<file path="src/rtl/cdq_pkg.sv">
`default_nettype none
package cdq_pkg;

  localparam int FUNC_W   = 3;
  localparam int VALUE_W  = 32;
  localparam int STATUS_W = 2;
  localparam int COUNT_W  = 8;

  localparam logic [FUNC_W-1:0] FN_PUSH_FRONT = 3'd0;
  localparam logic [FUNC_W-1:0] FN_PUSH_BACK  = 3'd1;
  localparam logic [FUNC_W-1:0] FN_POP_FRONT  = 3'd2;
  localparam logic [FUNC_W-1:0] FN_POP_BACK   = 3'd3;

  localparam logic [STATUS_W-1:0] ST_DONE      = 2'd0;
  localparam logic [STATUS_W-1:0] ST_OVERFLOW  = 2'd1;
  localparam logic [STATUS_W-1:0] ST_UNDERFLOW = 2'd2;

  // decoded item as held in the queue between front and back end
  typedef struct packed {
    logic                      push;
    logic                      pop;
    logic                      at_front;
    logic signed [VALUE_W-1:0] value;
  } cdq_cmd_t;

endpackage
`default_nettype wire

</file>
<file path="src/rtl/cdq_front.sv">
`default_nettype none
module cdq_front
  import cdq_pkg::*;
(
  input  wire logic                      clk,
  input  wire logic                      rst_n,
  input  wire logic                      start,
  output logic                           busy,
  input  wire logic [FUNC_W-1:0]         in_func,
  input  wire logic signed [VALUE_W-1:0] in_value,
  output logic                           cmd_valid,
  output cdq_cmd_t                       cmd,
  input  wire logic                      cmd_pop
);

  cdq_cmd_t   q_mem [2];
  logic       wr_ptr_r, wr_ptr_nxt;
  logic       rd_ptr_r, rd_ptr_nxt;
  logic [1:0] fill_r, fill_nxt;
  logic       accept;
  cdq_cmd_t   dec;

  // unused codes fall through as query
  always_comb begin
    dec          = '0;
    dec.value    = in_value;
    case (in_func)
      FN_PUSH_FRONT: begin
        dec.push     = 1'b1;
        dec.at_front = 1'b1;
      end
      FN_PUSH_BACK: begin
        dec.push     = 1'b1;
      end
      FN_POP_FRONT: begin
        dec.pop      = 1'b1;
        dec.at_front = 1'b1;
      end
      FN_POP_BACK: begin
        dec.pop      = 1'b1;
      end
      default: begin
        dec.push     = 1'b0;
      end
    endcase
  end

  assign busy      = (fill_r == 2'd2);
  assign accept    = start && !busy;
  assign cmd_valid = (fill_r != 2'd0);
  assign cmd       = q_mem[rd_ptr_r];

  always_comb begin
    wr_ptr_nxt = accept  ? ~wr_ptr_r : wr_ptr_r;
    rd_ptr_nxt = cmd_pop ? ~rd_ptr_r : rd_ptr_r;
    fill_nxt   = fill_r + {1'b0, accept} - {1'b0, cmd_pop};
  end

  always_ff @(posedge clk) begin
    if (!rst_n) begin
      wr_ptr_r <= 1'b0;
      rd_ptr_r <= 1'b0;
      fill_r   <= 2'd0;
    end else begin
      wr_ptr_r <= wr_ptr_nxt;
      rd_ptr_r <= rd_ptr_nxt;
      fill_r   <= fill_nxt;
    end
  end

  always_ff @(posedge clk) begin
    if (accept) begin
      q_mem[wr_ptr_r] <= dec;
    end
  end

endmodule
`default_nettype wire

</file>
<file path="config.mk">
export PLATFORM = sky130hd
export DESIGN_NAME = cdq_front
export DESIGN_NICKNAME = d
export VERILOG_FILES = /design/src/rtl/cdq_pkg.sv /design/src/rtl/cdq_front.sv
export SDC_FILE = /design/constraint.sdc
export NUM_CORES = 1
export LEC_CHECK = 0
export BUFFER_PORTS_ARGS = -buffer_cell sky130_fd_sc_hd__buf_2
export CAP_MARGIN = 0
export CORE_MARGIN = 2
export CORE_UTILIZATION = 50
export DETAILED_ROUTE_END_ITERATION = 8
export PLACE_DENSITY_LB_ADDON = 0.2
export RECOVER_POWER = 100
export REMOVE_ABC_BUFFERS = 1
export SLEW_MARGIN = 15
export SYNTH_ARGS = -nofsm -noshare
export SYNTH_HDL_FRONTEND = slang
export SYNTH_SLANG_ARGS = --single-unit
</file>
<file path="constraint.sdc">
create_clock -name clk -period 3.5 [get_ports clk]
set_input_delay 0.35 -clock clk [delete_from_list [all_inputs] [get_ports clk]]
set_output_delay 0.35 -clock clk [all_outputs]
set_load 0.005 [all_outputs]
</file>
==> Word level (Yosys, flattened, before mapping) <==
Memory sizes are Yosys's and may differ from the RTL's. A register that Yosys moved wholly into a read port is not among the register bits.
Index checks and enable logic that the tools add are counted.
{ "totals": {"reg_bits": 4, "mem_bits_rw": 70, "inputBits": 39, "output_inout_bits": 37, "memories": 1} }
{ "op_classes": {"add_sub_neg": 2, "eq_ne": 4, "muxes": 7, "n_bitwise": 2, "n_reduce_logical": 7} }
{ "memory_table": {"columns": ["memory", "depth", "word_bits", "rd", "rd_ports_with_merged_regs", "wr", "line", "text"], "rows": [
  ["q_mem", 2, 35, 1, 1, 1, "cdq_front.sv:16", "cdq_cmd_t q_mem [2];"]
]} }
{ "op_table": {"columns": ["op", "n"], "rows": [
  ["2-to-1 mux 1 bit", 7],
  ["equality test 3 x 2 -> 1 bit, second input constant", 2],
  ["OR reduction 2 bit", 3],
  ["equality test 3 x 1 -> 1 bit, second input constant", 1],
  ["zero test 3 bit", 1],
  ["adder 2 x 1 -> 2 bit", 1],
  ["equality test 2 bit, second input constant", 1],
  ["NOT 1 bit", 2],
  ["nonzero test 2 bit", 1],
  ["subtractor 2 x 1 -> 2 bit", 1],
  ["logical AND 1 bit", 1],
  ["zero test 1 bit", 1]
]} }

==> Logic depth before layout (Yosys ltp) <==
Gate-level depths: netlist of the first run.
{ "logic_depth": {"depth_word": 5, "mapped_depth": 8, "depth_no_buf": 8} }

==> Least setup slack after synthesis of the first run <==
Ideal clock, no wire load.
{ "synth_path": {"kind": "flip-flop to flip-flop", "startpoint": "register fill_r[0]", "endpoint": "memory q_mem[0][0] (netlist bit) (enable)", "setup_time_ps": 427, "arrival_time_ps": 2034, "required_time_ps": 3073, "path_slack_ps": 1039, "stages_incl_launch_ff": 4, "path_buffers": 0, "period_less_slack_ps": 2461, "cell_sequence": "dfxtp_1 -> nand2b_1 -> nand2_1 -> nor2_1"} }
{ "synth_between": {"elab_chain_len": 5} }
{ "synth_rtl": {"columns": ["element", "line", "text"], "rows": [
  ["from (decl)", "cdq_front.sv:19", "logic [1:0] fill_r, fill_nxt;"],
  ["from (signal assigned)", "cdq_front.sv:67", "fill_r <= fill_nxt;"],
  ["equality test 2 bit", "cdq_front.sv:48", "assign busy = (fill_r == 2'd2);"],
  ["zero test 1 bit", "cdq_front.sv:49", "assign accept = start && !busy;"],
  ["logical AND 1 bit", "cdq_front.sv:49", null],
  ["2-to-1 mux 1 bit", "cdq_front.sv:72", "if (accept) begin"],
  ["2-to-1 mux 1 bit (implied by the code)", "cdq_front.sv:73", "q_mem[wr_ptr_r] <= dec;"],
  ["to (decl)", "cdq_front.sv:16", null]
]} }
Every way passes these cells.

==> Worst setup path after layout of the first run <==
{ "layout_path": {"startpoint": "register fill_r[0]", "endpoint": "memory q_mem[0][3] (netlist bit) (enable)"} }
Same word-level chain as after synthesis.

==> results.yml, run 1 <==
worst_setup_path:
  endpoint_kind: "flop"
  cp.required_ns: 3.43
  crit_type: "reg2reg"
  start_kind: "flop"
  max_stage_delay_ns: 1.37
  crit_slowest_cell: "nor2_2"
  critPathTopFamily: "simple AND/OR/NAND/NOR gates"
  critPathBufInv: 0
  worst-endpoint-arrival_ns: 2.37
  path_cells: "nand2b_1 -> nand2_1 -> nor2_2"
  crit_fanout: 35
routing:
  drt_wl_total_um: 4620
  drtIter0Drc: 117
  post_drt_wl_per_cell_um: 15.6
  routed_via_density: 4.87
  firstDrtPassIters: 4
  drc: 0
  vias: 1442
  ant_nets: 0
pwr:
  p_per_area_nw_per_um2: 646
  irDropWorstVdd_v: 0.000401
  pwr-share-clk_pct: 31.1
  power_frac_seq_pct: 54.3
  intPower_uw: 1690
  p_leak_uw: 0.00128
  comb_power_share_pct: 14.6
  switchingPower_uw: 508
  p_sw_share_pct: 23.2
floorplanning:
  pin_count: 76
  core_region_area_um2: 5570
  placementRows: 27
  initial_core_util_pct: 52.4
  die_w_um: 80.4
  die_area_um2: 6470
  die_h_um: 80.4
sta:
  slew_headroom_pct: -21.7
  setup_viol_count_final: 0
  tightest_slew_ns: 1.82
  slew_violations: 72
  setup_ws_ns: 1.06
  fmax_ghz: 0.409
  min_period_ns: 2.44
  skew_ns: 0.00626
  finalHoldViolCount: 0
  timing.final.crit_share_pct: 69.8
  fin_tns_setup_ns: 0
  rsz0062_at_grt: "no"
  hold_ws_ns: 0.198
synth:
  synth.most_common_cell: "edfxtp_1"
  ys.flop_type: "edfxtp_1"
  syn_area_per_cell_um2: 21.3
  netlist_instances: 137
  synth_top_area_cell: "edfxtp_1"
  ys_types: 18
  yosysSeqAreaShare_pct: 75.4
  synth.area.top_cells: "edfxtp_1, mux2_4, dfxtp_1"
  synth-edff-count: 70
  yosys_warnings: 0
  synth_area_um2: 2920
  synth_top_area_share_pct: 72.0
  synth_commonest_cells: "edfxtp_1, mux2_4, nor2_1, dfxtp_1, mux2_2"
  ys_async_sr_fraction_pct: 0
  ys_seq_elements: 75
cells_and_area:
  instances_no_fill: 296
  multiInputGateArea_um2: 529
  antenna_cells: 0
  fillers: 458
  synthToLayoutAreaGrowth_pct: 16.3
  register_area_um2: 2200
  drive_above_1_share_pct: 36.2
  nNetsFinal: 260
clock_tree:
  post_cts_buffers: 0
  postCtsHoldBufs: 0
  clock_path_buffers: 2
  htreeDepth: 3
  clk_pin_slew_ns: 0.07
  clk_latency_ns: 0.33
  cts_sinks: 75
  cts_resized: 0
  cts_tree: "built"
  cts_root_buffer: "clkbuf_8"
  cts_made_buffers: 9
placed_design:
  gp_congestion: 0.631
  dpl.hpwl_um: 2900
  placed_cells_incl_taps: 280
  dp_slack_ns: 1.50
  io_buffers: 75
status:
  status: "finished with violations"
  violations: "capacitance limit, slew limit"
global_routing:
  antenna_found_initial: 0
  grt_max_degree: 36
  grt_usage_pct: 15.2
  grt_pass1_wl_um: 6840
  grt_pass1_vias: 1516
  grt.overflow.total: 0
min_path:
  hold_path_class: "in2reg"
run:
  cap_viol_max_count: 2
==> logic make-up (layout without fill, tap and decap cells) <==
family / after synthesis / in the layout / synth area share (%)
flip-flops: 75 / 75 / 75.4
buffers and inverters: 7 / 94 / 2.83
multiplexers: 36 / 36 / 17.7
XOR/XNOR: 3 / 3 / 0.900
AND/OR/NAND/NOR: 14 / 14 / 2.31
adder cells (fa/ha/maj): 2 / 2 / 0.857
==> worst paths after layout <==
check / from / to / slack [ns] / cells after the start
min: in_value[19] / q_mem[0][19] / 0.20 / 1
max reg2reg: fill_r[0] / q_mem[0][3] / 1.06 / 3
min reg2reg: rd_ptr_r / rd_ptr_r / 0.52 / 2
max: fill_r[0] / q_mem[0][3] / 1.06 / 3
==> power groups by stage <==
stage	logic, uW	registers (uW)	clock network, uW
final	321	1190	682
after global routing	357	1200	740
after CTS	385	1200	699
after detailed placement	383	1220	0
after global placement	365	1210	0
after floorplan	235	1200	0
==> final cells by class <==
class                   instances  share of cell area [%]
clock buffers                  10                    3.76
clock inverters                 6                    2.36
multi-input cells              55                    15.6
inverters                       3                   0.331
flip-flops and latches         75                    64.9
repair buffers                 75                    10.5
well taps                      72                    2.65
==> placed cells by master, fill, tap and decap left out <==
cell type,instances
buf_1,1
dfxtp_2,1
ha_1,2
clkbuf_1,16
mux2_2,5
nand2b_1,2
mux2_4,1
or2_2,1
mux2_1,29
clkbuf_8,9
xor2_1,1
inv_1,3
and3_1,1
xnor2_1,2
clkinv_2,1
mux2i_1,1
nor2_2,1
nor2_1,5
and2_1,1
clkinv_1,2
nand2_1,2
buf_2,59
bufinv_16,2
clkinvlp_4,1
dfxtp_1,4
edfxtp_1,70
nor2b_1,1
==> through the flow <==
stage	power [uW]	utilization [%]	area [um2]
floorplan	1440	-	2850
global placement	1570	59.6	3320
detailed placement	1600	59.6	3320
CTS	2280	63.4	3530
global route	2300	60.9	3400
finish	2190	60.9	3400
==> state kept, by name, summed over array words and instances (netlist names), named ones only <==
register and count:
fill_r 2, q_mem 70, rd_ptr_r 1, wr_ptr_r 1
==> worst reg2reg max path, delay by kind of cell (launching register included) <==
| kind | cells | cell delay, ns |
|---|---|---|
| simple gates | 3 | 1.66 |
| flops | 1 | 0.37 |
==> layer usage <==
layer	GRT usage (%)	vias to the layer above	part of all wire, %
met5	0	-	0
met3	3.82	12	6.1
met1	14.7	688	39
met4	11.4	0	2.7
met2	27.4	59	53
li1	-	683	-
Note: power is estimated with default switching activity, not from simulation.
==> run 2, diff against run 1 <==
==> constraint.sdc (replaced) <==
create_clock -name clk -period 2.27 [get_ports clk]
set_input_delay 0.227 -clock clk [delete_from_list [all_inputs] [get_ports clk]]
set_output_delay 0.227 -clock clk [all_outputs]
set_load 0.005 [all_outputs]
==> run 2 against run 1 <==
The flow now finishes without violations; clock skew fell by 0.0029 ns; setup slack got worse by 0.66 ns; die area did not move; global-route usage rose by 0.37 points; combinational power rose by 70%; largest power group unchanged; power rose by 55%; via count fell by 1.3%.
==> results.yml, run 2 (synthesis gave the netlist of run 1 again) <==
status:
  status: "finished, final reports clean"
worst_setup_path:
  endpoint_kind: "flop"
  worst-endpoint-arrival_ns: 1.90
  crit_fanout: 15
  start_kind: "flop"
  crit_type: "reg2reg"
  cp.required_ns: 2.30
  rr_worst_depth: 4
floorplanning:
  die_h_um: 80.4
  core_region_area_um2: 5570
  initial_core_util_pct: 52.4
  die_area_um2: 6470
  die_w_um: 80.4
  pin_count: 76
  placementRows: 27
cells_and_area:
  final_common_cell: "edfxtp_1"
  regMostFlops: "q_mem"
  largest_reg_flops: 70
  fillers: 454
  final_cell_mix: "edfxtp_1, buf_2, mux2_1"
  synthToLayoutAreaGrowth_pct: 17.9
  instances_no_fill: 301
  drive_above_1_share_pct: 34.9
  nNetsFinal: 265
  register_area_um2: 2200
  antenna_cells: 0
  reg.largest.list: "q_mem: 70 flops, fill_r: 2 flops"
  multiInputGateArea_um2: 537
  fin_util_pct: 61.8
  final_cell_area_um2: 3440
placed_design:
  dpl.hpwl_um: 3320
  placed_area_um2: 3370
  io_buffers: 75
  placed_cells_incl_taps: 285
  gp_congestion: 0.675
routing:
  drt_wl_total_um: 4740
  routed_via_density: 4.73
  drc: 0
  drtIter0Drc: 92
  firstDrtPassIters: 4
  vias: 1423
  ant_nets: 0
  post_drt_wl_per_cell_um: 15.8
sta:
  finalHoldViolCount: 0
  rsz0062_at_grt: "no"
  fmax_ghz: 0.534
  fin_tns_setup_ns: 0
  min_period_ns: 1.87
  tightest_slew_ns: 0.764
  timing.final.crit_share_pct: 82.5
  slew_headroom_pct: 49.0
  setup_viol_count_final: 0
  skew_ns: 0.00337
  slew_violations: 0
global_routing:
  grt.overflow.total: 0
  grt_pass1_vias: 1505
  grt_usage_pct: 15.6
  antenna_found_initial: 0
  grt_pass1_wl_um: 7120
  grt_max_degree: 23
clock_tree:
  post_cts_buffers: 0
  cts_made_buffers: 9
  cts_tree: "built"
  clock_path_buffers: 2
  cts_root_buffer: "clkbuf_8"
  htreeDepth: 3
  clk_pin_slew_ns: 0.07
  cts_sinks: 75
  postCtsHoldBufs: 0
  clk_latency_ns: 0.33
  cts_resized: 0
min_path:
  hold_path_class: "in2reg"
  whs_path_depth: 1
pwr:
  totalPowerFinal_uw: 3400
  p_per_area_nw_per_um2: 988
  irDropWorstVdd_v: 0.000481
  p_leak_uw: 0.00130
run:
  cap_viol_max_count: 0
## run 2: cell types whose count changed in the layout (fill, tap and decap cells not counted), moves of 2 or more
cell	delta
clkbuf_1	+7
buf_4	+3
buf_2	-6
mux2_4	+2
## run 2: through the flow
stage	setup slack (ns)	hold WS, ns
final	0.397	0.0845
after floorplan	-0.191	0.326
after CTS	0.474	0.0643
after detailed placement	0.597	0.419
after global routing	0.219	0.0699
after global placement	0.733	0.415
## run 2: worst max-delay path, stage by stage (launching register included)
cell	delay (ns)
dfxtp_1	0.35
nand2b_1	0.15
nand2_1	0.13
nor2_2	0.61
buf_4	0.34
## run 2: cell type report
cell class              count  share of cell area [%]
inverters                   3                   0.327
clock inverters             6                    2.33
well taps                  72                    2.62
repair buffers             80                    11.5
flip-flops and latches     75                    64.0
clock buffers              10                    3.71
multi-input cells          55                    15.6
## run 2: routing by layer
layer	GRT usage [%]	routed length, um	vias up
li1	-	-	692
met1	18.2	1950	675
met2	25.7	2390	48
met3	4.16	316	8
met4	9.32	90	0
met5	0	0	-
## run 2: final timing paths
path | startpoint | end | slack, ns
worst min-delay path | in_value[0] | q_mem[0][0] | 0.08
worst max register to register | fill_r[0] | q_mem[0][34] | 0.40
worst max-delay path | fill_r[0] | q_mem[0][34] | 0.40
worst min register to register | rd_ptr_r | rd_ptr_r | 0.52
## run 2: report_power, final
group / internal [uW] / switching [uW]
clock network: 610 / 445
registers: 1750 / 52.3
logic: 256 / 289
total: 2620 / 786
==> run 3, diff against run 2 <==
--- a/config.mk
+++ b/config.mk
@@ -5,6 +5,7 @@
 export SDC_FILE = /design/constraint.sdc
 export NUM_CORES = 1
 export LEC_CHECK = 0
+export ABC_AREA = 1
 export BUFFER_PORTS_ARGS = -buffer_cell sky130_fd_sc_hd__buf_2
 export CAP_MARGIN = 0
 export CORE_MARGIN = 2
==> constraint.sdc (replaced) <==
create_clock -name clk -period 1.78 [get_ports clk]
set_input_delay 0.178 -clock clk [delete_from_list [all_inputs] [get_ports clk]]
set_output_delay 0.178 -clock clk [all_outputs]
set_load 0.005 [all_outputs]
==> run 3 against run 2 <==
Utilization rose by 0.31 points; register-to-register slack got worse by 0.20 ns; clock-buffer cell count fell by 1; clock skew rose by 0.0010 ns; global-route usage fell by 0.30 points; via count rose by 4.4%.
==> results.yml, run 3 <==
status:
  status: "finished, final reports clean"
floorplanning:
  die_w_um: 80.5
  initial_core_util_pct: 52.5
  die_h_um: 80.5
  pin_count: 76
  core_region_area_um2: 5570
  die_area_um2: 6480
  placementRows: 27
sta:
  slew_violations: 0
  fmax_ghz: 0.617
  rsz0062_at_grt: "no"
  finalHoldViolCount: 0
  fin_tns_setup_ns: 0
  tightest_slew_ns: 0.597
  min_period_ns: 1.62
  slew_headroom_pct: 60.2
  timing.final.crit_share_pct: 91.1
  setup_viol_count_final: 0
  skew_ns: 0.00439
synth:
  synth_commonest_cells: "edfxtp_1, mux2_4, nand2_1, nor2_1, inv_1"
  synth.most_common_cell: "edfxtp_1"
  yosys_warnings: 0
  ys_seq_elements: 75
  syn_area_per_cell_um2: 19.9
  ys_types: 12
  synth.area.top_cells: "edfxtp_1, mux2_4, dfxtp_1"
  synth_area_um2: 2930
  yosysSeqAreaShare_pct: 75.2
  synth_top_area_share_pct: 71.8
  netlist_instances: 147
  synth_top_area_cell: "edfxtp_1"
  ys.flop_type: "edfxtp_1"
  ys_async_sr_fraction_pct: 0
  synth-edff-count: 70
clock_tree:
  cts_sinks: 75
  cts_made_buffers: 9
  cts_resized: 0
  htreeDepth: 3
  clk_pin_slew_ns: 0.07
  clock_path_buffers: 2
  cts_tree: "built"
  clk_latency_ns: 0.33
  post_cts_buffers: 0
  cts_root_buffer: "clkbuf_8"
  postCtsHoldBufs: 0
worst_setup_path:
  crit_fanout: 13
  path_cells: "buf_4 -> mux2_2 -> buf_2"
  r2r_start: "fill_r[0]"
  r2r_slack_ns: 0.20
  crit_slowest_cell: "dfxtp_1"
  worst-endpoint-arrival_ns: 1.44
  rr_worst_depth: 5
  cp.required_ns: 1.60
  critPathBufInv: 2
  start_kind: "flop"
  endpoint_kind: "output pin"
  max_stage_delay_ns: 0.37
  worstReg2RegEnd: "q_mem[0][23]"
  critPathTopFamily: "buffers and inverters"
  crit_type: "reg2out"
  critical_path_depth: 3
global_routing:
  grt_usage_pct: 15.3
  grt_max_degree: 23
  grt_pass1_wl_um: 7010
  grt.overflow.total: 0
  antenna_found_initial: 0
  grt_pass1_vias: 1458
cells_and_area:
  largest_reg_flops: 70
  final_common_cell: "edfxtp_1"
  reg.largest.list: "q_mem: 70 flops, fill_r: 2 flops"
  synthToLayoutAreaGrowth_pct: 18.3
  fin_util_pct: 62.1
  nNetsFinal: 276
  drive_above_1_share_pct: 36.7
  antenna_cells: 0
  regMostFlops: "q_mem"
  final_cell_mix: "edfxtp_1, buf_2, mux2_1"
pwr:
  irDropWorstVdd_v: 0.000781
  p_per_area_nw_per_um2: 1100
  p_leak_uw: 0.00135
min_path:
  whs_path_depth: 1
  hold_path_class: "in2reg"
  worst_hold_path.endpoint: "q_mem[0][11]"
  hp-start: "in_value[11]"
routing:
  firstDrtPassIters: 4
  drc: 0
  drt_wl_total_um: 4570
  ant_nets: 0
  drtIter0Drc: 64
  post_drt_wl_per_cell_um: 14.6
  routed_via_density: 4.76
  vias: 1486
placed_design:
  io_buffers: 75
  dpl.hpwl_um: 3090
  gp_congestion: 0.706
run:
  cap_viol_max_count: 0
[run 3: logic make-up (layout without fill, tap and decap cells)]
group                      Yosys count  count (layout)  synth area share [%]
buffers and inverters               12             105                  3.46
adders and majority gates            2               2                 0.855
and+or+nand+nor                     21              21                  2.78
muxes                               35              35                  17.3
DFF                                 75              75                  75.2
AOI/OAI and AO/OA                    2               2                 0.342
[run 3: how the worst max path moves through the flow]
stage	from	to	slack [ns]
floorplan	fill_r[0]	q_mem[0][0]	-0.66
global placement	fill_r[0]	fill_r[1]	0.33
detailed placement	fill_r[0]	fill_r[1]	0.25
CTS	flop	cmd[1]	0.13
global route	flop	cmd[22]	0.09
finish	flop	cmd[1]	0.16
[run 3: per-layer routing]
metal | GRT usage, % | vias to the layer above | share of wire [%]
met4 | 9.15 | 0 | 1.8
met2 | 26.3 | 43 | 52
li1 | - | 726 | -
met1 | 16.6 | 709 | 40
met3 | 4.27 | 8 | 5.7
met5 | 0 | - | 0
[run 3: through the flow]
stage                     area [um2]  cells  power (uW)  hold slack, ns  setup WS (ns)
after floorplan                 2860    143        2490           0.271         -0.660
after global placement          3410    296        2730           0.366          0.328
after detailed placement        3410    296        2740           0.369          0.249
after CTS                       3590    312        3940          0.0123          0.127
after global routing            3460    312        3980          0.0122         0.0928
final                           3460    312        3810          0.0283          0.158
[run 3: cell type report]
class                      count  area [um2]
fill                         436        2110
clock inverter                 7        58.8
inverter                       8        30.0
tap                           72        90.1
clock buffer                   9         124
timing repair buffer          81         432
multi-input combinational     60         524
sequential                    75        2200
[run 3: power by group]
part / switching [uW] / internal [uW]
clock network: 573 / 630
registers: 35.9 / 2100
logic: 246 / 225
